**config.mk**
```make
export PLATFORM = sky130hd
export DESIGN_NAME = text_event_record_parser_core
export DESIGN_NICKNAME = d
export VERILOG_FILES = /design/src/rtl/tevp_pkg.sv /design/src/rtl/tevp_parser.sv /design/src/rtl/tevp_out_reg.sv /design/src/rtl/text_event_record_parser_core.sv
export SDC_FILE = /design/constraint.sdc
export NUM_CORES = 1
export LEC_CHECK = 0
export BUFFER_PORTS_ARGS = -buffer_cell sky130_fd_sc_hd__clkbuf_2
export CAP_MARGIN = 20
export CORE_MARGIN = 4
export CORE_UTILIZATION = 60
export CTS_CLUSTER_DIAMETER = 30
export DETAILED_ROUTE_END_ITERATION = 10
export PLACE_DENSITY_LB_ADDON = 0.05
export SETUP_SLACK_MARGIN = 0.5
export SYNTH_ARGS = -nofsm -noshare
export SYNTH_HDL_FRONTEND = slang
export SYNTH_HIERARCHICAL = 1
export SYNTH_SLANG_ARGS = --single-unit
```
**constraint.sdc**
```tcl
create_clock -name clk -period 27.4 [get_ports clk]
set_input_delay 1.37 -clock clk [delete_from_list [all_inputs] [get_ports clk]]
set_output_delay 1.37 -clock clk [all_outputs]
set_load 0.1 [all_outputs]
```
**src/rtl/tevp_pkg.sv**
```systemverilog
// Shared types, constants and phase encoding for the event record parser.
// Used by every module of the parser; depends on nothing.
`default_nettype none

package tevp_pkg;

  localparam int MAX_RUNES = 256;
  localparam int RUNE_W    = (MAX_RUNES > 2) ? $clog2(MAX_RUNES) : 1;
  localparam int NUM_W     = 31;

  localparam logic [NUM_W-1:0] NUM_SAT = {NUM_W{1'b1}};

  localparam logic [7:0] CH_LF    = 8'h0A;
  localparam logic [7:0] CH_SPACE = 8'h20;
  localparam logic [7:0] CH_ZERO  = 8'h30;
  localparam logic [7:0] CH_NINE  = 8'h39;
  localparam int         RADIX    = 10;

  localparam logic [7:0] UTF_TWO   = 8'h80;
  localparam logic [7:0] UTF_THREE = 8'hE0;
  localparam logic [7:0] UTF_FOUR  = 8'hF0;

  localparam logic [2:0] KIND_HEADER = 3'd0;
  localparam logic [2:0] KIND_TEXT   = 3'd1;
  localparam logic [2:0] KIND_END    = 3'd2;
  localparam logic [2:0] KIND_CLOSED = 3'd3;
  localparam logic [2:0] KIND_ERROR  = 3'd4;

  localparam logic [1:0] ERR_BAD_NUMBER = 2'd0;
  localparam logic [1:0] ERR_COUNT_BIG  = 2'd1;
  localparam logic [1:0] ERR_EARLY_END  = 2'd2;
  localparam logic [1:0] ERR_NO_NEWLINE = 2'd3;

  typedef enum logic [3:0] {
    PH_FIRST,
    PH_SECOND,
    PH_START,
    PH_END,
    PH_FLAG,
    PH_COUNT,
    PH_LEAD,
    PH_CONT,
    PH_NEWLINE,
    PH_STOP
  } phase_t;

  typedef struct packed {
    logic [7:0] byte_in;
    logic       stream_end;
  } tevp_in_t;

  typedef struct packed {
    logic [2:0]       result_kind;
    logic [7:0]       origin_char;
    logic [7:0]       type_char;
    logic [NUM_W-1:0] start_pos;
    logic [NUM_W-1:0] end_pos;
    logic [NUM_W-1:0] flag_bits;
    logic [7:0]       rune_count;
    logic [7:0]       text_byte;
    logic             rune_done;
    logic [1:0]       error_code;
  } tevp_out_t;

  typedef struct packed {
    logic      valid;
    tevp_out_t data;
  } tevp_res_t;

endpackage

`default_nettype wire

```
**src/rtl/tevp_parser.sv**
```systemverilog
// Record parser state machine: takes one accepted byte per cycle, updates
// the record registers and forms at most one result. Depends on tevp_pkg.
`default_nettype none

module tevp_parser import tevp_pkg::*; (
  input  wire logic      clk,
  input  wire logic      rst,
  input  wire logic      fire,
  input  wire tevp_in_t  item_data,
  output tevp_res_t      res
);

  phase_t            phase, phase_next;
  logic [7:0]        first_char, first_char_next;
  logic [7:0]        second_char, second_char_next;
  logic [NUM_W-1:0]  number_acc, number_acc_next;
  logic [NUM_W-1:0]  start_reg, start_reg_next;
  logic [NUM_W-1:0]  end_reg, end_reg_next;
  logic [NUM_W-1:0]  flag_reg, flag_reg_next;
  logic [RUNE_W-1:0] runes_left, runes_left_next;
  logic [1:0]        rune_bytes_left, rune_bytes_left_next;

  logic [7:0]        b;
  logic              fin;
  logic              is_digit;
  logic [NUM_W+3:0]  acc_wide;
  logic [NUM_W-1:0]  acc_sat;
  logic              count_big;
  logic [RUNE_W-1:0] runes_dec;
  logic [1:0]        bytes_dec;
  logic [1:0]        lead_len;

  assign b         = item_data.byte_in;
  assign fin       = item_data.stream_end;
  assign is_digit  = (b >= CH_ZERO) && (b <= CH_NINE);
  assign acc_wide  = ({3'b000, number_acc, 1'b0} + {number_acc, 3'b000})
                   + {(NUM_W + 4 - 8)'(0), b - CH_ZERO};
  assign acc_sat   = (acc_wide > {4'b0000, NUM_SAT}) ? NUM_SAT : acc_wide[NUM_W-1:0];
  assign count_big = number_acc >= NUM_W'(MAX_RUNES);
  assign runes_dec = (runes_left != '0) ? runes_left - RUNE_W'(1) : '0;
  assign bytes_dec = rune_bytes_left - 2'd1;
  assign lead_len  = (b < UTF_THREE) ? 2'd1 : (b < UTF_FOUR) ? 2'd2 : 2'd3;

  always_comb begin
    phase_next           = phase;
    first_char_next      = first_char;
    second_char_next     = second_char;
    number_acc_next      = number_acc;
    start_reg_next       = start_reg;
    end_reg_next         = end_reg;
    flag_reg_next        = flag_reg;
    runes_left_next      = runes_left;
    rune_bytes_left_next = rune_bytes_left;
    unique case (phase)
      PH_FIRST: begin
        if (fin) begin
          phase_next = PH_STOP;
        end else begin
          first_char_next = b;
          phase_next      = PH_SECOND;
        end
      end
      PH_SECOND: begin
        if (fin) begin
          phase_next = PH_STOP;
        end else begin
          second_char_next = b;
          number_acc_next  = '0;
          phase_next       = PH_START;
        end
      end
      PH_START, PH_END, PH_FLAG, PH_COUNT: begin
        if (fin) begin
          phase_next = PH_STOP;
        end else if (is_digit) begin
          number_acc_next = acc_sat;
        end else if (b != CH_SPACE) begin
          phase_next = PH_STOP;
        end else begin
          number_acc_next = '0;
          unique case (phase)
            PH_START: begin
              start_reg_next = number_acc;
              phase_next     = PH_END;
            end
            PH_END: begin
              end_reg_next = number_acc;
              phase_next   = PH_FLAG;
            end
            PH_FLAG: begin
              flag_reg_next = number_acc;
              phase_next    = PH_COUNT;
            end
            default: begin
              if (count_big) begin
                number_acc_next = number_acc;
                phase_next      = PH_STOP;
              end else begin
                runes_left_next = RUNE_W'(number_acc);
                phase_next      = (number_acc == '0) ? PH_NEWLINE : PH_LEAD;
              end
            end
          endcase
        end
      end
      PH_LEAD: begin
        if (fin) begin
          phase_next = PH_STOP;
        end else if (b < UTF_TWO) begin
          runes_left_next = runes_dec;
          phase_next      = (runes_dec == '0) ? PH_NEWLINE : PH_LEAD;
        end else begin
          rune_bytes_left_next = lead_len;
          phase_next           = PH_CONT;
        end
      end
      PH_CONT: begin
        if (fin) begin
          phase_next = PH_STOP;
        end else begin
          rune_bytes_left_next = bytes_dec;
          if (bytes_dec == 2'd0) begin
            runes_left_next = runes_dec;
            phase_next      = (runes_dec == '0) ? PH_NEWLINE : PH_LEAD;
          end
        end
      end
      PH_NEWLINE: begin
        phase_next = (fin || (b != CH_LF)) ? PH_STOP : PH_FIRST;
      end
      default: begin
        phase_next = PH_STOP;
      end
    endcase
  end

  always_comb begin
    tevp_out_t rec;
    tevp_out_t blank;
    blank             = '0;
    rec               = '0;
    rec.origin_char   = first_char;
    rec.type_char     = second_char;
    rec.start_pos     = start_reg;
    rec.end_pos       = end_reg;
    rec.flag_bits     = flag_reg;
    rec.rune_count    = 8'(32'(runes_left));
    res.valid         = 1'b0;
    res.data          = blank;
    unique case (phase)
      PH_FIRST: begin
        if (fin) begin
          res.valid            = 1'b1;
          res.data.result_kind = KIND_CLOSED;
        end
      end
      PH_SECOND: begin
        if (fin) begin
          res.valid            = 1'b1;
          res.data.result_kind = KIND_ERROR;
          res.data.error_code  = ERR_BAD_NUMBER;
        end
      end
      PH_START, PH_END, PH_FLAG, PH_COUNT: begin
        if (fin || (!is_digit && (b != CH_SPACE))) begin
          res.valid            = 1'b1;
          res.data.result_kind = KIND_ERROR;
          res.data.error_code  = ERR_BAD_NUMBER;
        end else if (!is_digit && (phase == PH_COUNT)) begin
          res.valid = 1'b1;
          if (count_big) begin
            res.data.result_kind = KIND_ERROR;
            res.data.error_code  = ERR_COUNT_BIG;
          end else begin
            res.data             = rec;
            res.data.result_kind = KIND_HEADER;
            res.data.rune_count  = 8'(number_acc);
          end
        end
      end
      PH_LEAD, PH_CONT: begin
        res.valid = 1'b1;
        if (fin) begin
          res.data.result_kind = KIND_ERROR;
          res.data.error_code  = ERR_EARLY_END;
        end else begin
          res.data             = rec;
          res.data.result_kind = KIND_TEXT;
          res.data.text_byte   = b;
          res.data.rune_done   = (phase == PH_LEAD) ? (b < UTF_TWO) : (bytes_dec == 2'd0);
        end
      end
      PH_NEWLINE: begin
        res.valid = 1'b1;
        if (fin || (b != CH_LF)) begin
          res.data.result_kind = KIND_ERROR;
          res.data.error_code  = ERR_NO_NEWLINE;
        end else begin
          res.data             = rec;
          res.data.result_kind = KIND_END;
        end
      end
      default: begin
        res.valid = 1'b0;
      end
    endcase
    if (!fire) begin
      res.valid = 1'b0;
    end
  end

  always_ff @(posedge clk) begin
    if (rst) begin
      phase           <= PH_FIRST;
      first_char      <= '0;
      second_char     <= '0;
      number_acc      <= '0;
      start_reg       <= '0;
      end_reg         <= '0;
      flag_reg        <= '0;
      runes_left      <= '0;
      rune_bytes_left <= '0;
    end else if (fire) begin
      phase           <= phase_next;
      first_char      <= first_char_next;
      second_char     <= second_char_next;
      number_acc      <= number_acc_next;
      start_reg       <= start_reg_next;
      end_reg         <= end_reg_next;
      flag_reg        <= flag_reg_next;
      runes_left      <= runes_left_next;
      rune_bytes_left <= rune_bytes_left_next;
    end
  end

endmodule

`default_nettype wire

```
**src/rtl/tevp_out_reg.sv**
```systemverilog
// Result register: holds one finished result until the receiver takes it.
// Depends on tevp_pkg for the result types.
`default_nettype none

module tevp_out_reg import tevp_pkg::*; (
  input  wire logic      clk,
  input  wire logic      rst,
  input  wire tevp_res_t res,
  output logic           space,
  output logic           result_valid,
  input  wire logic      result_ready,
  output tevp_out_t      result
);

  assign space = !result_valid || result_ready;

  always_ff @(posedge clk) begin
    if (rst) begin
      result_valid <= 1'b0;
    end else if (res.valid) begin
      result_valid <= 1'b1;
    end else if (result_ready) begin
      result_valid <= 1'b0;
    end
  end

  always_ff @(posedge clk) begin
    if (res.valid) begin
      result <= res.data;
    end
  end

endmodule

`default_nettype wire

```
**src/rtl/text_event_record_parser_core.sv**
```systemverilog
// Top level of the event record parser: byte input channel, result output
// channel. Depends on tevp_pkg, tevp_parser and tevp_out_reg.
//
// Usage:
// The item channel carries one stream byte per beat, or an end-of-stream
// mark. The result channel carries header, text byte, record end, stream
// closed and error results, at most one per input beat.
// A byte is taken in every cycle while the result register is empty or is
// being emptied in the same cycle, so throughput is one byte per cycle.
// A result appears on the result channel in the cycle after the byte that
// causes it is accepted. The parser state machine decides each byte in a
// single pass between its state registers and the result register. Reset
// clears the parser to wait for the first character of a record and
// empties the result register. When the receiver stalls, the pending result
// holds and item_ready drops until it is taken. After an error or a stream
// closed result the parser keeps taking beats but gives no results until
// the next reset.
`default_nettype none

module text_event_record_parser_core import tevp_pkg::*; (
  input  wire logic     clk,
  input  wire logic     rst,
  input  wire logic     item_valid,
  output logic          item_ready,
  input  wire tevp_in_t item,
  output logic          result_valid,
  input  wire logic     result_ready,
  output tevp_out_t     result
);

  tevp_res_t res;
  logic      fire;

  assign fire = item_valid && item_ready;

  tevp_parser u_parser (
    .clk       (clk),
    .rst       (rst),
    .fire      (fire),
    .item_data (item),
    .res       (res)
  );

  tevp_out_reg u_out_reg (
    .clk          (clk),
    .rst          (rst),
    .res          (res),
    .space        (item_ready),
    .result_valid (result_valid),
    .result_ready (result_ready),
    .result       (result)
  );

endmodule

`default_nettype wire

```
Yosys cells after proc, flatten, opt, wreduce, memory -nomap -nowiden
Cells that the tools add are included.
Widths: inputs -> output; s select.
{"block": "word_totals", "mem_bits_rw": 0, "latchBits": 0, "reg_bits": 286, "inputBits": 13, "romBits": 0, "n_memories": 0}
{"block": "op_classes", "div_mod_pow": 0, "order_cmp": 7, "n_bitwise": 3, "shift": 0, "muxes": 63, "add_sub_neg": 5, "eq_ne": 25, "multipliers": 0, "n_reduce_logical": 31}
{"op": "$mux 126", "count": 4}
{"op": "$pmux 126 s3", "count": 1}
{"op": "$mux 31", "count": 7}
{"op": "$mux 132", "count": 1}
{"op": "$mux 8", "count": 10}
{"op": "$mux 4", "count": 16}
{"op": "$pmux 31 s2", "count": 1}
{"op": "$add 32x34->35", "count": 1}
{"op": "$add 35x8->35", "count": 1}
{"op": "$gt 35x31->1 const B", "count": 1}
{"op": "$ge 31x9->1 const B", "count": 1}
{"op": "$logic_not 31->1", "count": 1}
{"op": "$lt 8x8->1 const B", "count": 3}
{"op": "$pmux 4 s6", "count": 1}
{"op": "$pmux 8 s3", "count": 1}
{"op": "$reduce_and 6->1", "count": 4}
{"op": "$ne 2x2->1 const B", "count": 9}
{"op": "$eq 4x3->1 const B", "count": 4}
{"op": "$pmux 3 s5", "count": 1}
{"op": "$mux 2", "count": 7}
{"op": "$pmux 4 s3", "count": 1}
{"op": "$reduce_and 11->1", "count": 1}
{"op": "$mux 3", "count": 3}
{"op": "$reduce_and 3->1", "count": 3}
{"op": "other kinds (32)", "count": 51}

Depth between registers and ports, before layout
{"block": "depth", "word_depth": 9, "ltp_mapped": 14, "ltp_nobuf": 12}

Hierarchy
The synthesis kept the hierarchy.
{"mod": "tevp_parser", "instances": 1, "area_each_um2": 9806.9, "cells_per_inst": 1270, "seq_area_each_um2": 3083.0}
{"mod": "tevp_out_reg", "instances": 1, "area_each_um2": 3980.1, "cells_per_inst": 135, "seq_area_each_um2": 3953.8}
{"mod": "text_event_record_parser_core", "instances": 1, "area_each_um2": 6.3, "cells_per_inst": 1, "seq_area_each_um2": 0.0}

Worst setup path before layout
No wires, ideal clock.
{"block": "synth_path", "path_kind": "input to register", "startpoint": "input item[0] (netlist bit)", "endpoint": "register u_out_reg.result_valid", "cell_stages": 7, "arrival_ns": 9.954, "setup_ns": 0.084, "setup_slack_ns": 17.362, "required_ns": 27.316, "cell_sequence": "clkbuf_1 -> nor2b_1 -> a21oi_1 -> or3_1 -> a31oi_1 -> inv_1 -> a21oi_2"}
{"item": "start: declaration", "line": "text_event_record_parser_core.sv:25", "source": "input wire tevp_in_t item,"}
{"item": "end signal: assignment", "line": "tevp_out_reg.sv:19", "source": "result_valid <= 1'b0;"}
{"item": "end signal: assignment", "line": "tevp_out_reg.sv:21", "source": "result_valid <= 1'b1;"}
{"item": "end signal: assignment", "line": "tevp_out_reg.sv:23", "source": "result_valid <= 1'b0;"}
{"item": "end: declaration", "line": "tevp_out_reg.sv:10", "source": "output logic result_valid,"}

Worst setup path after layout
{"block": "layout_path", "startpoint": "input item[6] (netlist bit)", "endpoint": "register u_parser.number_acc[19]"}
{"block": "layout_between", "elab_chain_cells": 7, "word_cells_on_any_way": 14, "cone_classes": "add/sub: 2; order compare: 3; eq/ne: 3; mux: 4; reduce/logical: 2"}
{"item": "$sub 8x6->8", "line": "tevp_parser.sv:37", "source": "+ {(NUM_W + 4 - 8)'(0), b - CH_ZERO};"}
{"item": "$add 35x8->35", "line": "tevp_parser.sv:37"}
{"item": "$gt 35x31->1", "line": "tevp_parser.sv:38", "source": "assign acc_sat = (acc_wide > {4'b0000, NUM_SAT}) ? NUM_SAT : acc_wide[NUM_W-1:0];"}
{"item": "$mux 31", "line": "tevp_parser.sv:38"}
{"item": "$mux 31", "line": "tevp_parser.sv:75", "source": "end else if (is_digit) begin"}
{"item": "$mux 31", "line": "tevp_parser.sv:73", "source": "if (fin) begin"}
{"item": "$pmux 31 s2", "line": "tevp_parser.sv:54", "source": "unique case (phase)"}
{"item": "end signal: assignment", "line": "tevp_parser.sv:227", "source": "number_acc <= number_acc_next;"}
{"item": "end: declaration", "line": "tevp_parser.sv:16", "source": "logic [NUM_W-1:0] number_acc, number_acc_next;"}
Parallel ways exist; a longest one is shown, timed or not. The select of a mux whose other input is x is not followed.
A chain may end at the register's enable or synchronous reset.

==> summary.txt <==
GRT
  – Overflow left after global routing: 0
  – First-pass GRT wire length: 54350 um
  – Number of global-route vias before repair: 10.13k
  – Antenna violations before repair: 0
  – Maximum number of pins on one net before global-route repair: 92
  – Global-route usage over all layers: 0.2584

Critical path
  – Reg-to-Reg End: u_parser/number_acc[19]$_SDFFE_PP0P_
  – Worst R2R Setup Slack: 22.96 ns
  – Critical path required time: 27.77 ns
  – Category of the critical setup timing path: in -> reg
  – Crit end category: register
  – Depth of the most critical reg-to-reg path: 13
  – Worst setup path startpoint: item[6]
  – Critical path fanouts, max: 31
  – Worst Setup Start Kind: input port
  – Critical path, cell by cell: clkbuf_2 > ha_1 > xnor2_1 > fa_1 > ha_1 > a21o_2 > a221oi_2 > or3_1 > a21oi_2 > a311oi_2 > o211ai_2 > a211oi_4 > buf_4 > a221oi_1
  – Largest incremental delay on the critical path: 0.51 ns
  – Cell type with the highest occurrence count on the critical path: ha_1
  – CP max-delay cell: buf_4
  – Crit path arrival time: 5.14 ns
  – FF-to-FF Start: u_parser/number_acc[0]$_SDFFE_PP0P_

Synth
  – Number of standard cells after synthesis: 1406
  – Number of nets in the synthesized netlist: 1487
  – Count of different cell masters after synthesis: 82
  – Most used flip-flop cell after synthesis: dfxtp_1
  – Number of enable flip-flop cells after synthesis: 131
  – Warning count from the yosys run: 6
  – Share of synthesized area occupied by flip-flops and latches: 0.5102
  – Mean Syn Cell Area: 9.810 sq um
  – Async set or reset register ratio after synthesis: 0
  – Post-synthesis sequential element count: 286
  – Combined area of all synthesized cells: 13790 sq um

Floorplanning
  – Ports placed on the boundary: 146
  – Core Rows: 55
  – Overall die width: 159.6 um
  – Die height: 159.6 um
  – Starting Density: 0.6092
  – Core region area: 22640 sq um
  – Die Footprint: 25480 sq um

Final layout
  – Max FFs per register: 131
  – Filler cell count: 1684
  – Final-stage net count: 1603
  – Top library cells by usage in the layout, fill and taps aside: 261 x nand2_1, 180 x a21oi_1, 155 x dfxtp_1
  – Commonest non-fill, non-tap cell in the layout: nand2_1
  – Relative area change from synthesis to final layout: 18.59%
  – Antenna diodes: 0
  – Largest register by flop count: u_out_reg/result
  – Share of final-layout standard cells stronger than drive strength 1: 0.1944

Place
  – Routability congestion estimate: 0.9273
  – Pre-CTS setup slack: 22.11 ns
  – Number of I/O port buffers: 145
  – DP Wirelength: 21890 um

Detailed routing
  – Residual DRC: 0
  – Total Routed Length: 33480 um
  – Top routing layer in use: met4
  – Antenna-violating nets left: 0
  – Total length of routed met2 wires: 15030 um
  – Detailed-routing iteration count for the pre-antenna-repair pass: 5
  – Routed len/inst: 18.10 um
  – WL met3: 2263 um
  – Routed metal-1 wirelength: 15580 um
  – First DRT Iteration DRCs: 885
  – Via Count: 10.74k
  – Detailed-route vias per instance: 5.810

Pwr
  – Power density of the placed cells: 76.30 nW/um^2
  – Worst ir drop on vdd: 57.54 uV
  – Power consumption: 1.248 mW
  – Leakage power figure: 6.039 nW

Outcome
  – Status: finished clean

STA
  – Max Freq: 0.2095 GHz
  – Accumulated negative setup slack: 0 ns
  – Count of pins over their slew limit: 0
  – Final setup viols: 0
  – Final Hold Fails: 0
  – Slew at the pin closest to its max-slew limit: 0.9829 ns
  – Post-route minimum period: 4.772 ns
  – Worst setup slack after layout: 22.63 ns
  – Period Utilization, post-route: 0.1742
  – Final hold slack: 0.4427 ns
  – Max-slew headroom at the worst pin: 0.3448
  – Setup repair after global routing missed its margin: false
  – Fin Clk Skew: 0.01388 ns

Clock tree
  – Clock-pin transition on the worst setup and hold timing paths: 0.05 ns
  – Number of clock sinks: 286
  – Clock tree from TritonCTS: built
  – Clock latency at the later pin of the worst-skew pair: 0.54 ns
  – Clock root buffer: clkbuf_16
  – Count of hold-fix buffers inserted at cts: 0
  – Post-CTS setup buffer count: 0
  – Post-cts gate resize count: 0
  – Total clock buffers created by CTS: 51
  – Buffer levels on the longest clock path: 3
  – CTS H-tree depth: 2

Flow run
  – Max-cap violations: 0

Worst hold path
  – Path class of the lowest-slack min-delay path: reg -> reg
  – Worst Hold Endpoint: u_parser/flag_reg[3]$_SDFFE_PP0P_
  – Worst Hold Depth: 2
  – Launch instance of the worst min-delay path: u_parser/flag_reg[3]$_SDFFE_PP0P_
Yosys cell counts (6+ instances only):
cell / count / area, sq um
a211oi_1: 6 / 45.04
a21o_1: 11 / 82.58
a21oi_1: 180 / 900.9
a221oi_2: 28 / 420.4
a22o_1: 8 / 70.07
and2_1: 7 / 43.79
and3_1: 6 / 37.54
buf_4: 6 / 45.04
clkbuf_1: 80 / 300.3
dfxtp_1: 155 / 3103
edfxtp_1: 131 / 3934
fa_1: 6 / 120.1
ha_1: 62 / 775.7
inv_1: 22 / 82.58
mux2i_1: 10 / 100.1
nand2_1: 261 / 979.7
nand2b_1: 8 / 50.05
nand3_1: 18 / 90.09
nand4_1: 8 / 50.05
nor2_1: 73 / 274.0
nor2b_1: 114 / 713.2
nor3_1: 21 / 105.1
nor4_1: 7 / 43.79
o211ai_1: 6 / 45.04
o21ai_0: 32 / 160.2
or3_1: 10 / 62.56
xnor2_1: 20 / 175.2
xor2_1: 11 / 96.34
how the worst max path moves through the flow:
stage | to | slack (ns) | cells past startpoint
6_report | u_parser/number_acc[19]$_SDFFE_PP0P_ | 22.63 | 14
2_1_floorplan | u_out_reg/result_valid$_SDFFE_PP0P_ | 17.36 | 7
3_3_place_gp | u_parser/number_acc[19]$_SDFFE_PP0P_ | 22.16 | 14
5_1_grt | u_parser/number_acc[19]$_SDFFE_PP0P_ | 22.42 | 14
3_5_place_dp | u_parser/number_acc[19]$_SDFFE_PP0P_ | 22.11 | 14
4_1_cts | u_parser/number_acc[19]$_SDFFE_PP0P_ | 22.66 | 14
where the power goes:
group	total (mW)	switching, mW	leakage, nW	internal (mW)
Clock	0.622	0.213	0.831	0.409
Sequential	0.473	0.00693	2.47	0.466
Combinational	0.154	0.137	2.73	0.0164
through the flow:
stage	cell area [sq um]	util	std cells
after detailed placement	14540	0.6424	1750
after floorplan	13790	-	1406
after global routing	16360	0.7225	1849
after CTS	16280	0.7190	1845
final	16360	0.7225	1849
after global placement	14540	0.6424	1750
metal layers:
layer  global-route usage  vias up
met5                    0        -
met1               0.3791     5073
li1                     -     5227
met2               0.4027      389
met4              0.06746        0
met3              0.04284       54
area by class of cell:
type / instances / area, sq um / share of cell area
sequential: 286 / 7037 / 0.4302
multi-input combinational: 1001 / 6257 / 0.3825
clock buffer: 60 / 1340 / 0.08193
timing repair buffer: 160 / 888.4 / 0.05431
clock inverter: 35 / 395.4 / 0.02417
tap: 285 / 356.6 / 0.02180
inverter: 22 / 82.58 / 0.005049
critical path, delay by kind of cell:
family,cells,cell delay [ns]
AND/OR/NAND/NOR,1,0.25
XOR/XNOR,1,0.19
adder cells (fa/ha/maj),3,1.05
AO/OA/AOI/OAI,7,1.63
buffers and inverters,2,0.63
cells by family after synthesis:
family | count (synthesis) | synth area share
compound gates | 335 | 0.1675
xor+xnor | 31 | 0.01968
fa+ha+maj | 68 | 0.06495
buf+inv | 119 | 0.03837
flops | 286 | 0.5102
mux | 10 | 0.007257
simple gates | 557 | 0.1920
No activity file was read; power rests on OpenSTA's default activity.
